### src/gbfs_ram.sv
module gbfs_ram #(
    parameter int WIDTH = 8,
    parameter int DEPTH = 16
) (
    input  logic                     aclk,
    input  logic                     we,
    input  logic [$clog2(DEPTH)-1:0] waddr,
    input  logic [WIDTH-1:0]         wdata,
    input  logic [$clog2(DEPTH)-1:0] raddr,
    output logic [WIDTH-1:0]         rdata
);
    logic [WIDTH-1:0] mem [DEPTH];

    always_ff @(posedge aclk) begin
        if (we) begin
            mem[waddr] <= wdata;
        end
        rdata <= mem[raddr];
    end
endmodule

### config.mk
export PLATFORM = sky130hd
export DESIGN_NAME = gbfs_ram
export DESIGN_NICKNAME = d
export VERILOG_FILES = /design/src/gbfs_ram.sv
export SDC_FILE = /design/constraint.sdc
export NUM_CORES = 1
export LEC_CHECK = 0
export BUFFER_PORTS_ARGS = -buffer_cell sky130_fd_sc_hd__buf_2
export CELL_PAD_IN_SITES_DETAIL_PLACEMENT = 0
export CELL_PAD_IN_SITES_GLOBAL_PLACEMENT = 1
export CORE_MARGIN = 2
export CORE_UTILIZATION = 45
export CTS_CLUSTER_DIAMETER = 150
export CTS_CLUSTER_SIZE = 8
export DETAILED_ROUTE_END_ITERATION = 10
export PLACE_DENSITY = 0.69
export SYNTH_ARGS = -nofsm -noshare
export SYNTH_HDL_FRONTEND = slang
export SYNTH_SLANG_ARGS = --single-unit
### constraint.sdc
create_clock -name aclk -period 1.9 [get_ports aclk]
set_input_delay 0.475 -clock aclk [delete_from_list [all_inputs] [get_ports aclk]]
set_output_delay 0.475 -clock aclk [all_outputs]
set_load 0.05 [all_outputs]
==> out/qor.yml <==
worst_setup_path:
  crit_type: "reg -> out"
  required_ns: 1.42
  r2r_start: "mem[2][5]"
  end_kind: "output pin"
  critPathBufInv: 1
  path_cells: "buf_2"
  critPathLaunch: "rdata[4]"
  path_delay_family: "flip-flops"
  startpoint_type: "flip-flop"
  critPathMaxFanout: 1
  crit_arrival_ns: 1.05
  slowest_stage: "dfxtp_1"
  max_stage_delay_ns: 0.36
  ff2ff_setup_slack_ns: 0.47
logic_synthesis:
  synth_area_um2: 5150
  syn_inst: 229
  synth_warnings: 0
  synth.area.top_cells: "edfxtp_1, mux4_2, mux4_1"
  yosysTopAreaCellShare_pct: 74.7
  avgSynthCellArea_um2: 22.5
  yosys.area.top_type: "edfxtp_1"
  synth_nets: 247
  yosysSeqAreaShare_pct: 77.8
  synth_cell_type_count: 19
  ys_ff_latch: 136
cts:
  clock-sinks: 136
  cts_root_buffer: "clkbuf_16"
  ctsResizeCount: 0
  cts_inserted_buffers: 17
  insertion_delay_ns: 0.41
  hold_buffers: 0
  cts_tree: "built"
  htreeDepth: 4
  post_cts_buffers: 0
  clock_path_buffers: 2
  clkSlewWorstSetupHoldPaths_ns: 0.06
detailed_routing:
  drtPass1Iterations: 4
  via_count: 2455
  drt-total-wl_um: 10300
  postRouteAntennaNets: 0
  wl_per_cell_um: 23.2
  vias_per_cell: 5.55
  drt_iter0_drc: 204
  route.detailed.drc: 0
floorplan:
  fp.dieH_um: 111
  design.die.area_um2: 12300
  coreArea_um2: 11300
  io_pins: 26
  rows: 39
  initial_core_util_pct: 45.7
  chipWidth_um: 111
sta:
  whs_ns: 0.445
  period_needed_ns: 1.52
  max_slew.worst_pin.slew_ns: 0.432
  grt_setup_unrepaired: "no"
  finalHoldViolCount: 0
  final-setup-viol-count: 0
  drv_slew: 0
  relSlewSlack_pct: 71.2
  fmax_mhz: 657
  skew_ns: 0.0102
  period_share_pct: 80.1
worst_hold_path:
  hold_path.startpoint: "wdata[3]"
  hold_path_class: "in -> reg"
finish:
  area_growth_pct: 20.0
  fin_util_pct: 54.8
  fillers: 841
  final_cell_area_um2: 6180
  drive_above_1_share_pct: 32.4
  nets: 304
  antenna_cells: 0
pwr:
  power_leakage_nw: 2.12
  vdd_ir_drop_max_uv: 469
  powerDensity_nw_per_um2: 1140
global_routing:
  grtUsageMet2_pct: 29.2
  use_met3_pct: 4.32
  grt_max_degree: 33
  grt_pass1_vias: 2688
  grt_antenna_before_repair: 0
  top_usage_layer: "met2"
  grt.met1_usage_pct: 25.2
  grt.overflow.total: 0
  grt_usage_pct: 18.1
  grt_pass1_wl_um: 16000
place:
  io_buffers: 25
  dp_hpwl_um: 6440
  globalplace.congestion: 0.745
  place_area_um2: 5580
job:
  cap_violations: 0
status:
  status: "finished clean"
-- placed cells by master (no fill, tap or decap) --
cell type   netlist  layout
a22oi_1          16      16
and2_1            1       1
and2b_1           1       1
buf_12            0       3
buf_2             3      25
buf_4             1      20
bufinv_16         0       3
clkbuf_1          0       2
clkbuf_16         0      17
clkbuf_8          0       1
clkinv_1          0       1
clkinv_2          0       3
clkinv_4          0       2
clkinvlp_4        0       2
dfxtp_1           8       8
edfxtp_1        128     128
inv_6             0       1
mux4_1           14      14
mux4_2           18      18
nand2_1           9       9
nand2b_1          2       2
nand3_1           1       1
nand3b_1          2       2
nor2_1           13      13
nor2b_1           1       1
nor3_1            4       3
nor3_2            0       1
or3b_2            1       1
-- cells by family (layout without fill, tap and decap cells) --
family | after synthesis | in the layout | synth area share [%]
AOI/OAI and AO/OA | 16 | 16 | 2.33
DFF | 136 | 136 | 77.8
and+or+nand+nor | 35 | 35 | 3.18
buffers and inverters | 10 | 80 | 1.68
muxes | 32 | 32 | 15.0
-- synthesized netlist by cell type (all sizes together) --
cell,n
buf,7
nand3b,2
edfxtp,128
mux4,32
nand3,1
nor2b,1
or3b,1
nor2,13
nand2,9
and2,1
nand2b,2
clkdlybuf4s25,3
nor3,4
and2b,1
dfxtp,8
a22oi,16
-- state kept, by name (all words and copies together), names as in the netlist --
register	cells
mem	128
rdata	8
-- worst paths after layout --
| path | to | depth (start not counted) |
|---|---|---|
| min | mem[5][3] | 1 |
| max | rdata[4] | 1 |
| max reg2reg | rdata[5] | 3 |
| min reg2reg | rdata[2] | 3 |
-- metrics by stage --
step | instances | setup slack (ns) | setup TNS, ns | power (W)
2_1_floorplan | 229 | 0.159 | 0 | 0.00367
3_5_place_dp | 410 | -0.0494 | -0.0494 | 0.00383
4_1_cts | 442 | 0.359 | 0 | 0.00709
3_3_place_gp | 410 | -0.00170 | -0.00170 | 0.00382
5_1_grt | 442 | 0.320 | 0 | 0.00727
6_report | 442 | 0.379 | 0 | 0.00703
-- routing by layer --
layer	vias to the layer above	wire length (um)
met1	1267	4500
met2	93	5030
li1	1084	-
met4	0	80
met5	-	0
met3	11	642
-- where the power goes --
part	switching (W)	internal, W
clock	0.00117	0.00209
sequential	0.0000201	0.00335
combinational	0.000246	0.000144
-- area by class of cell --
| class | instances | area (um^2) | area share (%) |
|---|---|---|---|
| Sequential cell | 136 | 4000 | 64.8 |
| Tap cell | 143 | 179 | 2.90 |
| Clock buffer | 20 | 447 | 7.23 |
| Multi-Input combinational cell | 83 | 1060 | 17.2 |
| Timing Repair Buffer | 48 | 335 | 5.43 |
| Clock inverter | 12 | 150 | 2.43 |
(Power assumes the default switching activity.)
